[src/design/sdfac_pkg.sv]
// Shared types and constants for the antialiased circle pixel shader.
// Depends on nothing; every other design file imports it.

package sdfac_pkg;

    localparam int COLOR_BITS     = 24;
    localparam int CHAN_BITS      = 8;
    localparam int NUM_CHAN       = 3;
    localparam int RADIUS_BITS    = 9;
    localparam int CFG_DATA_BITS  = 24;
    localparam int CFG_INDEX_BITS = 3;
    localparam int OUTLINE_HALF   = 4;
    localparam int SOLID_HALF     = 3;

    typedef enum logic [CFG_INDEX_BITS-1:0] {
        CFG_CENTER_X   = 3'd0,
        CFG_CENTER_Y   = 3'd1,
        CFG_RADIUS     = 3'd2,
        CFG_DRAW_COLOR = 3'd3,
        CFG_SOLID_MODE = 3'd4
    } t_cfg_index;

    typedef struct packed {
        logic [RADIUS_BITS-1:0] radius;
        logic [COLOR_BITS-1:0]  draw_color;
        logic                   solid_mode;
    } t_shade_cfg;

endpackage

[src/design/sdfac_front.sv]
// Front stages: centre offsets, their squares and the scaled squared distance.
// Depends on sdfac_pkg.

module sdfac_front
    import sdfac_pkg::*;
#(
    parameter int COORD_BITS     = 11,
    parameter int DIST_FRAC_BITS = 4,
    parameter int ROOT_BITS      = 16
) (
    input  logic                          i_clk,
    input  logic                          i_rst_n,
    input  logic                          i_valid,
    output logic                          o_ready,
    input  logic signed [COORD_BITS-1:0]  i_pixel_x,
    input  logic signed [COORD_BITS-1:0]  i_pixel_y,
    input  logic [COLOR_BITS-1:0]         i_bg,
    input  logic signed [COORD_BITS-1:0]  i_center_x,
    input  logic signed [COORD_BITS-1:0]  i_center_y,
    output logic                          o_valid,
    input  logic                          i_ready,
    output logic [2*ROOT_BITS-1:0]        o_q,
    output logic [COLOR_BITS-1:0]         o_bg
);

    localparam int SQ_BITS  = 2 * COORD_BITS;
    localparam int PAD_BITS = 2 * ROOT_BITS - (SQ_BITS + 1) - 2 * DIST_FRAC_BITS;

    logic                       r_v1, r_v2, r_v3;
    logic                       rdy1, rdy2, rdy3;
    logic [COORD_BITS-1:0]      r_adx, r_ady;
    logic [COLOR_BITS-1:0]      r_bg1, r_bg2, r_bg3;
    logic [SQ_BITS-1:0]         r_sqx, r_sqy;
    logic [2*ROOT_BITS-1:0]     r_q;
    logic signed [COORD_BITS:0] dx, dy;
    logic [COORD_BITS:0]        adx, ady;
    logic [SQ_BITS:0]           sum;

    assign rdy3    = !r_v3 || i_ready;
    assign rdy2    = !r_v2 || rdy3;
    assign rdy1    = !r_v1 || rdy2;
    assign o_ready = rdy1;
    assign o_valid = r_v3;
    assign o_q     = r_q;
    assign o_bg    = r_bg3;

    always_comb begin
        dx  = {i_pixel_x[COORD_BITS-1], i_pixel_x} - {i_center_x[COORD_BITS-1], i_center_x};
        dy  = {i_pixel_y[COORD_BITS-1], i_pixel_y} - {i_center_y[COORD_BITS-1], i_center_y};
        adx = dx[COORD_BITS] ? -dx : dx;
        ady = dy[COORD_BITS] ? -dy : dy;
        sum = {1'b0, r_sqx} + {1'b0, r_sqy};
    end

    always_ff @(posedge i_clk) begin
        if (!i_rst_n) begin
            r_v1 <= 1'b0;
            r_v2 <= 1'b0;
            r_v3 <= 1'b0;
        end else begin
            if (rdy1) r_v1 <= i_valid;
            if (rdy2) r_v2 <= r_v1;
            if (rdy3) r_v3 <= r_v2;
        end
    end

    always_ff @(posedge i_clk) begin
        if (rdy1 && i_valid) begin
            r_adx <= adx[COORD_BITS-1:0];
            r_ady <= ady[COORD_BITS-1:0];
            r_bg1 <= i_bg;
        end
        if (rdy2 && r_v1) begin
            r_sqx <= r_adx * r_adx;
            r_sqy <= r_ady * r_ady;
            r_bg2 <= r_bg1;
        end
        if (rdy3 && r_v2) begin
            r_q   <= {{PAD_BITS{1'b0}}, sum, {(2*DIST_FRAC_BITS){1'b0}}};
            r_bg3 <= r_bg2;
        end
    end

endmodule

[src/design/sdfac_sqrt_cell.sv]
// One cell of the square-root chain: settles one root bit from two radicand bits.
// Depends on sdfac_pkg.

module sdfac_sqrt_cell
    import sdfac_pkg::*;
#(
    parameter int ROOT_BITS = 16
) (
    input  logic                   i_clk,
    input  logic                   i_rst_n,
    input  logic                   i_valid,
    output logic                   o_ready,
    input  logic [2*ROOT_BITS-1:0] i_q,
    input  logic [ROOT_BITS:0]     i_rem,
    input  logic [ROOT_BITS-1:0]   i_root,
    input  logic [COLOR_BITS-1:0]  i_bg,
    output logic                   o_valid,
    input  logic                   i_ready,
    output logic [2*ROOT_BITS-1:0] o_q,
    output logic [ROOT_BITS:0]     o_rem,
    output logic [ROOT_BITS-1:0]   o_root,
    output logic [COLOR_BITS-1:0]  o_bg
);

    logic                   r_v;
    logic                   rdy;
    logic [2*ROOT_BITS-1:0] r_q;
    logic [ROOT_BITS:0]     r_rem;
    logic [ROOT_BITS-1:0]   r_root;
    logic [COLOR_BITS-1:0]  r_bg;
    logic [ROOT_BITS+2:0]   acc;
    logic [ROOT_BITS+2:0]   trial;
    logic [ROOT_BITS+2:0]   diff;
    logic [ROOT_BITS:0]     n_rem;
    logic [ROOT_BITS-1:0]   n_root;

    assign rdy     = !r_v || i_ready;
    assign o_ready = rdy;
    assign o_valid = r_v;
    assign o_q     = r_q;
    assign o_rem   = r_rem;
    assign o_root  = r_root;
    assign o_bg    = r_bg;

    always_comb begin
        acc   = {i_rem, i_q[2*ROOT_BITS-1 -: 2]};
        trial = {1'b0, i_root, 2'b01};
        diff  = acc - trial;
        if (acc >= trial) begin
            n_rem  = diff[ROOT_BITS:0];
            n_root = {i_root[ROOT_BITS-2:0], 1'b1};
        end else begin
            n_rem  = acc[ROOT_BITS:0];
            n_root = {i_root[ROOT_BITS-2:0], 1'b0};
        end
    end

    always_ff @(posedge i_clk) begin
        if (!i_rst_n) begin
            r_v <= 1'b0;
        end else if (rdy) begin
            r_v <= i_valid;
        end
    end

    always_ff @(posedge i_clk) begin
        if (rdy && i_valid) begin
            r_q    <= {i_q[2*ROOT_BITS-3:0], 2'b00};
            r_rem  <= n_rem;
            r_root <= n_root;
            r_bg   <= i_bg;
        end
    end

endmodule

[src/design/sdfac_shade.sv]
// Back stages: signed distance, coverage alpha, per-channel blend and output register.
// Depends on sdfac_pkg.

module sdfac_shade
    import sdfac_pkg::*;
#(
    parameter int ROOT_BITS       = 16,
    parameter int DIST_FRAC_BITS  = 4,
    parameter int ALPHA_FRAC_BITS = 8
) (
    input  logic                  i_clk,
    input  logic                  i_rst_n,
    input  t_shade_cfg            i_cfg,
    input  logic                  i_valid,
    output logic                  o_ready,
    input  logic [ROOT_BITS-1:0]  i_root,
    input  logic [COLOR_BITS-1:0] i_bg,
    output logic                  o_valid,
    input  logic                  i_ready,
    output logic                  o_write_enable,
    output logic [COLOR_BITS-1:0] o_pixel_color
);

    localparam int F     = DIST_FRAC_BITS;
    localparam int A     = ALPHA_FRAC_BITS;
    localparam int TW    = A + 3;
    localparam int K     = TW + 2;
    localparam int PW    = TW + K;
    localparam int BW    = CHAN_BITS + A + 1;
    localparam logic [K-1:0] RECIP3 = K'((2 ** K) / SOLID_HALF);
    localparam logic [ROOT_BITS-1:0] BAND_OUTLINE = ROOT_BITS'(OUTLINE_HALF * (2 ** F));
    localparam logic [ROOT_BITS-1:0] BAND_SOLID   = ROOT_BITS'(SOLID_HALF * (2 ** F));
    localparam logic [A:0] ALPHA_ONE = {1'b1, {A{1'b0}}};

    logic                    r_v1, r_v2, r_v3, r_v4, r_v5;
    logic                    rdy1, rdy2, rdy3, rdy4, rdy5;
    logic [TW-1:0]           r_t1, r_t2;
    logic [PW-1:0]           r_prod;
    logic [A:0]              r_alpha;
    logic [BW-1:0]           r_pbg [NUM_CHAN];
    logic [BW-1:0]           r_pfg [NUM_CHAN];
    logic                    r_we1, r_we2, r_we3, r_we4, r_we5;
    logic                    r_in1, r_in2, r_in3, r_in4;
    logic                    r_solid2;
    logic [COLOR_BITS-1:0]   r_bg1, r_bg2, r_bg3;
    logic [COLOR_BITS-1:0]   r_color;

    logic signed [ROOT_BITS:0] d;
    logic [ROOT_BITS:0]        ad_full;
    logic [ROOT_BITS-1:0]      ad;
    logic [ROOT_BITS-1:0]      band;
    logic                      interior;
    logic                      in_band;
    logic [F+A+2:0]            ad_scaled;
    logic [TW-1:0]             q0;
    logic [TW+1:0]             rem3;
    logic [TW-1:0]             quot;
    logic [A:0]                inv_alpha;
    logic [BW:0]               mix;
    logic [COLOR_BITS-1:0]     blended;

    assign rdy5           = !r_v5 || i_ready;
    assign rdy4           = !r_v4 || rdy5;
    assign rdy3           = !r_v3 || rdy4;
    assign rdy2           = !r_v2 || rdy3;
    assign rdy1           = !r_v1 || rdy2;
    assign o_ready        = rdy1;
    assign o_valid        = r_v5;
    assign o_write_enable = r_we5;
    assign o_pixel_color  = r_color;

    always_comb begin
        d = $signed({1'b0, i_root})
            - $signed({{(ROOT_BITS + 1 - RADIUS_BITS - F){1'b0}}, i_cfg.radius, {F{1'b0}}});
        ad_full   = d[ROOT_BITS] ? -d : d;
        ad        = ad_full[ROOT_BITS-1:0];
        band      = i_cfg.solid_mode ? BAND_SOLID : BAND_OUTLINE;
        interior  = i_cfg.solid_mode && d[ROOT_BITS];
        in_band   = ad <= band;
        ad_scaled = {ad[F+2:0], {A{1'b0}}};

        q0   = r_prod[PW-1:K];
        rem3 = {2'b00, r_t2} - ({2'b00, q0} + {1'b0, q0, 1'b0});
        if (r_solid2) begin
            quot = (rem3 >= (TW+2)'(SOLID_HALF)) ? q0 + TW'(1) : q0;
        end else begin
            quot = {2'b00, r_t2[TW-1:2]};
        end

        inv_alpha = ALPHA_ONE - r_alpha;

        blended = '0;
        for (int c = 0; c < NUM_CHAN; c++) begin
            mix = {1'b0, r_pbg[c]} + {1'b0, r_pfg[c]};
            blended[c*CHAN_BITS +: CHAN_BITS] = mix[A +: CHAN_BITS];
        end
    end

    always_ff @(posedge i_clk) begin
        if (!i_rst_n) begin
            r_v1 <= 1'b0;
            r_v2 <= 1'b0;
            r_v3 <= 1'b0;
            r_v4 <= 1'b0;
            r_v5 <= 1'b0;
        end else begin
            if (rdy1) r_v1 <= i_valid;
            if (rdy2) r_v2 <= r_v1;
            if (rdy3) r_v3 <= r_v2;
            if (rdy4) r_v4 <= r_v3;
            if (rdy5) r_v5 <= r_v4;
        end
    end

    always_ff @(posedge i_clk) begin
        if (rdy1 && i_valid) begin
            r_t1  <= ad_scaled[F+A+2:F];
            r_we1 <= interior || in_band;
            r_in1 <= interior;
            r_bg1 <= i_bg;
        end
        if (rdy2 && r_v1) begin
            r_prod   <= r_t1 * RECIP3;
            r_t2     <= r_t1;
            r_solid2 <= i_cfg.solid_mode;
            r_we2    <= r_we1;
            r_in2    <= r_in1;
            r_bg2    <= r_bg1;
        end
        if (rdy3 && r_v2) begin
            r_alpha <= ALPHA_ONE - quot[A:0];
            r_we3   <= r_we2;
            r_in3   <= r_in2;
            r_bg3   <= r_bg2;
        end
        if (rdy4 && r_v3) begin
            for (int c = 0; c < NUM_CHAN; c++) begin
                r_pbg[c] <= r_bg3[c*CHAN_BITS +: CHAN_BITS] * inv_alpha;
                r_pfg[c] <= i_cfg.draw_color[c*CHAN_BITS +: CHAN_BITS] * r_alpha;
            end
            r_we4 <= r_we3;
            r_in4 <= r_in3;
        end
        if (rdy5 && r_v4) begin
            r_we5 <= r_we4;
            if (r_in4) begin
                r_color <= i_cfg.draw_color;
            end else if (r_we4) begin
                r_color <= blended;
            end else begin
                r_color <= '0;
            end
        end
    end

endmodule

[src/design/sdf_antialiased_circle_pixel_core.sv]
// Antialiased circle pixel shader driven by signed distance to a configured circle.
// A pixel enters every clock unless back-pressure stalls the pipeline. Three front stages
// form the squared distance, a chain of square-root cells settles one root bit per cell,
// and five back stages derive alpha, blend the colour and hold the result in the output
// register. Throughput is one pixel per clock while the output is ready; each stage holds
// its item while the next is full, so while a result waits the input is still taken until
// every stage holds a pixel, and the ready path runs back through the stages. Configuration
// writes are taken on the cycle the write enable is high and are meant for an empty
// pipeline. Depends on sdfac_pkg, sdfac_front, sdfac_sqrt_cell and sdfac_shade.

module sdf_antialiased_circle_pixel_core
    import sdfac_pkg::*;
#(
    parameter int COORD_BITS      = 11,
    parameter int DIST_FRAC_BITS  = 4,
    parameter int ALPHA_FRAC_BITS = 8
) (
    input  logic                        i_clk,
    input  logic                        i_rst_n,
    input  logic                        i_s_axis_tvalid,
    output logic                        o_s_axis_tready,
    // pixel_x, pixel_y, background_color, zero fill
    input  logic [((2*COORD_BITS+COLOR_BITS+7)/8)*8-1:0] i_s_axis_tdata,
    output logic                        o_m_axis_tvalid,
    input  logic                        i_m_axis_tready,
    // pixel_color
    output logic [COLOR_BITS-1:0]       o_m_axis_tdata,
    // write_enable
    output logic                        o_m_axis_tuser,
    input  logic                        i_cfg_we,
    input  logic [CFG_INDEX_BITS-1:0]   i_cfg_index,
    input  logic [CFG_DATA_BITS-1:0]    i_cfg_data
);

    localparam int ROOT_BITS = COORD_BITS + DIST_FRAC_BITS + 1;

    logic signed [COORD_BITS-1:0] r_center_x;
    logic signed [COORD_BITS-1:0] r_center_y;
    t_shade_cfg                   r_cfg;

    logic                   f_valid, f_ready;
    logic [2*ROOT_BITS-1:0] f_q;
    logic [COLOR_BITS-1:0]  f_bg;

    logic                   c_valid [ROOT_BITS+1];
    logic                   c_ready [ROOT_BITS+1];
    logic [2*ROOT_BITS-1:0] c_q     [ROOT_BITS+1];
    logic [ROOT_BITS:0]     c_rem   [ROOT_BITS+1];
    logic [ROOT_BITS-1:0]   c_root  [ROOT_BITS+1];
    logic [COLOR_BITS-1:0]  c_bg    [ROOT_BITS+1];

    always_ff @(posedge i_clk) begin
        if (!i_rst_n) begin
            r_center_x       <= COORD_BITS'(320);
            r_center_y       <= COORD_BITS'(360);
            r_cfg.radius     <= '0;
            r_cfg.draw_color <= '0;
            r_cfg.solid_mode <= 1'b0;
        end else if (i_cfg_we) begin
            unique case (t_cfg_index'(i_cfg_index))
                CFG_CENTER_X:   r_center_x       <= i_cfg_data[COORD_BITS-1:0];
                CFG_CENTER_Y:   r_center_y       <= i_cfg_data[COORD_BITS-1:0];
                CFG_RADIUS:     r_cfg.radius     <= i_cfg_data[RADIUS_BITS-1:0];
                CFG_DRAW_COLOR: r_cfg.draw_color <= i_cfg_data[COLOR_BITS-1:0];
                CFG_SOLID_MODE: r_cfg.solid_mode <= i_cfg_data[0];
                default: begin
                end
            endcase
        end
    end

    sdfac_front #(
        .COORD_BITS     (COORD_BITS),
        .DIST_FRAC_BITS (DIST_FRAC_BITS),
        .ROOT_BITS      (ROOT_BITS)
    ) u_front (
        .i_clk      (i_clk),
        .i_rst_n    (i_rst_n),
        .i_valid    (i_s_axis_tvalid),
        .o_ready    (o_s_axis_tready),
        .i_pixel_x  (i_s_axis_tdata[COORD_BITS-1:0]),
        .i_pixel_y  (i_s_axis_tdata[2*COORD_BITS-1:COORD_BITS]),
        .i_bg       (i_s_axis_tdata[2*COORD_BITS +: COLOR_BITS]),
        .i_center_x (r_center_x),
        .i_center_y (r_center_y),
        .o_valid    (f_valid),
        .i_ready    (f_ready),
        .o_q        (f_q),
        .o_bg       (f_bg)
    );

    assign c_valid[0] = f_valid;
    assign f_ready    = c_ready[0];
    assign c_q[0]     = f_q;
    assign c_rem[0]   = '0;
    assign c_root[0]  = '0;
    assign c_bg[0]    = f_bg;

    for (genvar g = 0; g < ROOT_BITS; g++) begin : g_cell
        sdfac_sqrt_cell #(
            .ROOT_BITS (ROOT_BITS)
        ) u_cell (
            .i_clk   (i_clk),
            .i_rst_n (i_rst_n),
            .i_valid (c_valid[g]),
            .o_ready (c_ready[g]),
            .i_q     (c_q[g]),
            .i_rem   (c_rem[g]),
            .i_root  (c_root[g]),
            .i_bg    (c_bg[g]),
            .o_valid (c_valid[g+1]),
            .i_ready (c_ready[g+1]),
            .o_q     (c_q[g+1]),
            .o_rem   (c_rem[g+1]),
            .o_root  (c_root[g+1]),
            .o_bg    (c_bg[g+1])
        );
    end

    sdfac_shade #(
        .ROOT_BITS       (ROOT_BITS),
        .DIST_FRAC_BITS  (DIST_FRAC_BITS),
        .ALPHA_FRAC_BITS (ALPHA_FRAC_BITS)
    ) u_shade (
        .i_clk          (i_clk),
        .i_rst_n        (i_rst_n),
        .i_cfg          (r_cfg),
        .i_valid        (c_valid[ROOT_BITS]),
        .o_ready        (c_ready[ROOT_BITS]),
        .i_root         (c_root[ROOT_BITS]),
        .i_bg           (c_bg[ROOT_BITS]),
        .o_valid        (o_m_axis_tvalid),
        .i_ready        (i_m_axis_tready),
        .o_write_enable (o_m_axis_tuser),
        .o_pixel_color  (o_m_axis_tdata)
    );

endmodule
[config.mk]
export PLATFORM = sky130hd
export DESIGN_NAME = sdf_antialiased_circle_pixel_core
export DESIGN_NICKNAME = d
export VERILOG_FILES = /design/src/design/sdfac_pkg.sv /design/src/design/sdfac_front.sv /design/src/design/sdfac_sqrt_cell.sv /design/src/design/sdfac_shade.sv /design/src/design/sdf_antialiased_circle_pixel_core.sv
export SDC_FILE = /design/constraint.sdc
export NUM_CORES = 2
export LEC_CHECK = 0
export BUFFER_PORTS_ARGS = -buffer_cell sky130_fd_sc_hd__buf_2
export CAP_MARGIN = 15
export CORE_MARGIN = 2
export CORE_UTILIZATION = 40
export CTS_CLUSTER_SIZE = 10
export DETAILED_ROUTE_END_ITERATION = 8
export PLACE_DENSITY_LB_ADDON = 0.1
export SETUP_SLACK_MARGIN = 0.4
export SLEW_MARGIN = 20
export SYNTH_ARGS = -nofsm -noshare
export SYNTH_HDL_FRONTEND = slang
export SYNTH_HIERARCHICAL = 1
export SYNTH_SLANG_ARGS = --single-unit
export TNS_END_PERCENT = 20
[constraint.sdc]
create_clock -name i_clk -period 11.7 [get_ports i_clk]
set_clock_uncertainty 0.1 [all_clocks]
set_input_delay 1.17 -clock i_clk [delete_from_list [all_inputs] [get_ports i_clk]]
set_output_delay 1.17 -clock i_clk [all_outputs]
set_load 0.01 [all_outputs]
* Word level (Yosys, flattened, before mapping) *
Memories as Yosys holds them, arrays and structs flattened.
Index checks and enable logic that the tools add are counted.

word-level totals
  input bits = 80
  memories kept = 2
  logic and storage cells = 302
  memory bits (writable) = 102
  output and inout port bits = 27
  bits in registers = 1281

cells by class
  reductions and logical operators = 80
  $mul = 9
  mux-type cells = 41
  eq/ne operators = 4
  add/sub/neg operators = 30
  order comparisons = 18

memories
  name           depth  width  rd ports  clocked after memory_dff  wr ports  RTL line           RTL
  u_shade.r_pbg  3      17     3         0                         3         sdfac_shade.sv:40  logic [BW-1:0] r_pbg [NUM_CHAN];
  u_shade.r_pfg  3      17     3         0                         3         sdfac_shade.sv:41  logic [BW-1:0] r_pfg [NUM_CHAN];

operators with widths
  operator           count
  $mux 17            14
  $mul 8x9->17       6
  $add 16x16->16     3
  $mux 24            2
  $mul 11x11->22     2
  $logic_and 1x1->1  25
  $logic_or 1x1->1   25
  $logic_not 1->1    24
  $sub 11x11->12     2
  $add 22x22->23     1
  $mux 11            2
  $neg 11->11        2
  $ge 19x10->1       1
  $ge 19x11->1       1
  $ge 19x12->1       1
  $ge 19x13->1       1
  $ge 19x14->1       1
  $ge 19x15->1       1
  $ge 19x16->1       1
  $ge 19x17->1       1
  $ge 19x3->1        1
  $ge 19x4->1        1
  $ge 19x5->1        1
  $ge 19x6->1        1
  37 further kinds   62

* Longest topological paths before layout *
  depth after elaboration = 26
  gate-level depth with buffers = 23
  mapped depth without buffers = 22

* By module *
The synthesis kept the hierarchy.

by module, submodules not included
  module                                   instances  cells each  area each (um2)  sequential area each (um2)
  sdfac_sqrt_cell (g_cell[12].u_cell ...)  13         244         3809.9           2632.5
  sdfac_shade                              1          2489        25032.8          7156.9
  sdfac_front                              1          1250        13748.2          4834.6
  sdfac_sqrt_cell (g_cell[0].u_cell ...)   3          250         3847.4           2632.5
  sdf_antialiased_circle_pixel_core        1          217         2152.1           1121.1

* Least setup slack after synthesis *
No wires, ideal clock.

  path type = input port to flip-flop
  start point = input i_m_axis_tready
  end point = register u_shade.r_in4 (enable)
  path buffers = 0
  setup time = 0.705 ns
  path slack = 2.547 ns
  stages = 2
  arrival = 8.349 ns
  path through = nor2b_1 a21boi_0

on the way
  cells in the longest elaborated chain, start to end = 3

ends and longest elaborated chain
  item                  RTL line                                 RTL
  from (decl)           sdf_antialiased_circle_pixel_core.sv:25  input logic i_m_axis_tready,
  $logic_or 1x1->1      sdfac_shade.sv:62                        assign rdy5 = !r_v5 || i_ready;
  $logic_or 1x1->1      sdfac_shade.sv:63                        assign rdy4 = !r_v4 || rdy5;
  $logic_and 1x1->1     sdfac_shade.sv:136                       if (rdy4 && r_v3) begin
  to (signal assigned)  sdfac_shade.sv:142                       r_in4 <= r_in3;
  to (decl)             sdfac_shade.sv:43                        logic r_in1, r_in2, r_in3, r_in4;

Every way passes these cells.
A chain may end at the register's enable or synchronous reset.

==> out/metrics.cfg <==
[outcome]
status=complete, no violations

[setup_path]
cpMostUsedCell=nand2b_1
critPathSlowestCell=nor2b_1
slowest_delay_ns=0.66
arrival_ns=6.69
crit_type=primary input to output port
rr_endpoint=u_shade/r_pbg[0][13]
rrSetupSlack_ns=5.13
crit_path_start_kind=primary input
worst_ep_required_time_ns=10.43
critPathLaunch=i_m_axis_tready
ff2ff_path_depth=20
crit_path_end_kind=output port
cp_cell_sequence=buf_2 -> nor2b_1 -> and3_1 -> nand3_1 -> nand2b_1 -> nand2b_1 -> nand2b_1 -> nand2b_1 -> nand2b_1 -> nand2b_1 -> nand2b_1 -> nand2b_1 -> nand2b_1 -> nand2b_1 -> nand2b_1 -> nand2b_1 -> nand2b_1 -> nand2b_1 -> nand2b_1 -> nand2b_1 -> nor2b_1 -> nand3_1 -> buf_2
cp_max_fo=6
r2r_start=u_shade/r_alpha[0]
crit_end=o_s_axis_tready

[timing]
timing.hold.ws_ns=0.296
fmax_mhz=126
slew_violations=0
setup_viol=0
rsz0062_at_grt=no
tightest_slew_ns=1.01
post-route-period-util_pct=68.1
slew_headroom_pct=32.5
setup_tns_ns=0
final_hold_viol_count=0
min_period_ns=7.96

[yosys]
yosysWarnings=6
avgSynthCellArea_sq_um=12.5
syn-cell-area_sq_um=93400
synthCells=7493

[clock_tree]
cts-resized-gates=0
clock-sinks=1609
cts_hold_buffers=0
htreeDepth=4
path_clk_slew_ns=0.05
cts_root_buf=clkbuf_16
numCtsBuffers=190
cts_tree=yes
post_cts_buffers=0
clk_latency_ns=0.85
ctsLongestPathBuffers=3

[placed_design]
routabilityCongestion=0.857
portBuffers=104
dp_hpwl_um=138000
dpl_cell_area_sq_um=97300

[route]
dr.pass1.iters=5
drcViolationCount=0
vias=53800
route.detailed.wl_per_inst_um=17.1
antenna_left=0
viasPerCell=4.97
finalWirelength_um=185000
drtIter0Drc=2261

[global_route]
gr-usage-all-layers_pct=15.7
grt-busiest-layer=met2
met3_usage_pct=2.56
gr-usage-met1_pct=19.1
grt_pass1_vias=56700
grt-ovfl-total=0
grt_pass1_wl_um=299000
grt_max_degree=72
met2_usage_pct=28.2
grt_antenna_before_repair=15

[final_layout]
nets=8899
fin_area_sq_um=103000
area_growth_pct=10.4
fill_cells=21100
final_cell_mix=1529 x edfxtp_1, 1036 x inv_1, 755 x ha_1
post-route-util_pct=44.4
drive_gt1_share_pct=9.44
layout_commonest_cell=edfxtp_1

[power_and_ir_drop]
p_leak_nw=41.8
ir_drop_uv=257
power_density_nw_per_um2=164

[hold_path]
hold_path_class=register to register

[floorplan]
io_pins=107
placeableCoreArea_sq_um=232000
rows=177
die_x_um=487
die_area_sq_um=237000
die_h_um=487
initial_core_util_pct=40.2

[flow_run]
cap_violations=0

==> layout make-up <==
type	count	area [sq um]	area share, %
Timing Repair Buffer	148	853	0.828
Tap cell	3043	3810	3.69
Antenna cell	3	7.51	0.00728
Clock buffer	251	5080	4.93
Sequential cell	1609	47500	46.1
Inverter	1036	3890	3.77
Multi-Input combinational cell	4689	41200	40.0
Clock inverter	39	729	0.708
==> registers in the layout (all words and copies together), names as in the netlist, 34 cells and up <==
name and flops:
r_cfg 34, g_cell.u_cell/o_q 240, g_cell.u_cell/o_bg 384, u_shade/r_pfg 48, g_cell.u_cell/o_root 256, u_shade/r_pbg 48
g_cell.u_cell/o_rem 255
==> per-layer routing <==
layer	vias to the layer above	share of wire, %
met1	26300	43
met4	0	2.8
met5	-	0
met2	806	50
met3	302	3.6
li1	26400	-
==> power by group <==
part,internal (W),switching [W]
sequential,0.00666,0.000108
combinational,0.00204,0.00259
clock,0.00321,0.00229
total,0.0119,0.00499
==> worst min path at each step <==
stage	start	endpoint	slack (ns)	cells after the start
6_report	g_cell[9].u_cell/o_bg[3]	g_cell[10].u_cell/o_bg[3]	0.30	0
5_1_grt	i_s_axis_tdata[45]	u_front/r_bg1[23]	0.29	1
4_1_cts	i_s_axis_tdata[35]	u_front/r_bg1[13]	0.27	1
3_5_place_dp	u_front/o_bg[1]	g_cell[0].u_cell/o_bg[1]	0.30	0
3_3_place_gp	g_cell[0].u_cell/o_q[14]	g_cell[1].u_cell/o_q[16]	0.30	0
2_1_floorplan	u_front/o_bg[0]	g_cell[0].u_cell/o_bg[0]	0.30	0
==> critical path, delay by kind of cell <==
family        cells  cell delay [ns]
simple gates     21             5.22
buf+inv           2             0.28
==> stage by stage <==
stage                     std cells  total power, W  setup slack, ns
after CTS                     10800          0.0172             3.69
after detailed placement      10500          0.0116             3.77
after global placement        10500          0.0115             3.79
final                         10800          0.0169             3.74
after global routing          10800          0.0181             3.22
after floorplan                7564          0.0105             2.55
(Power assumes the default switching activity.)
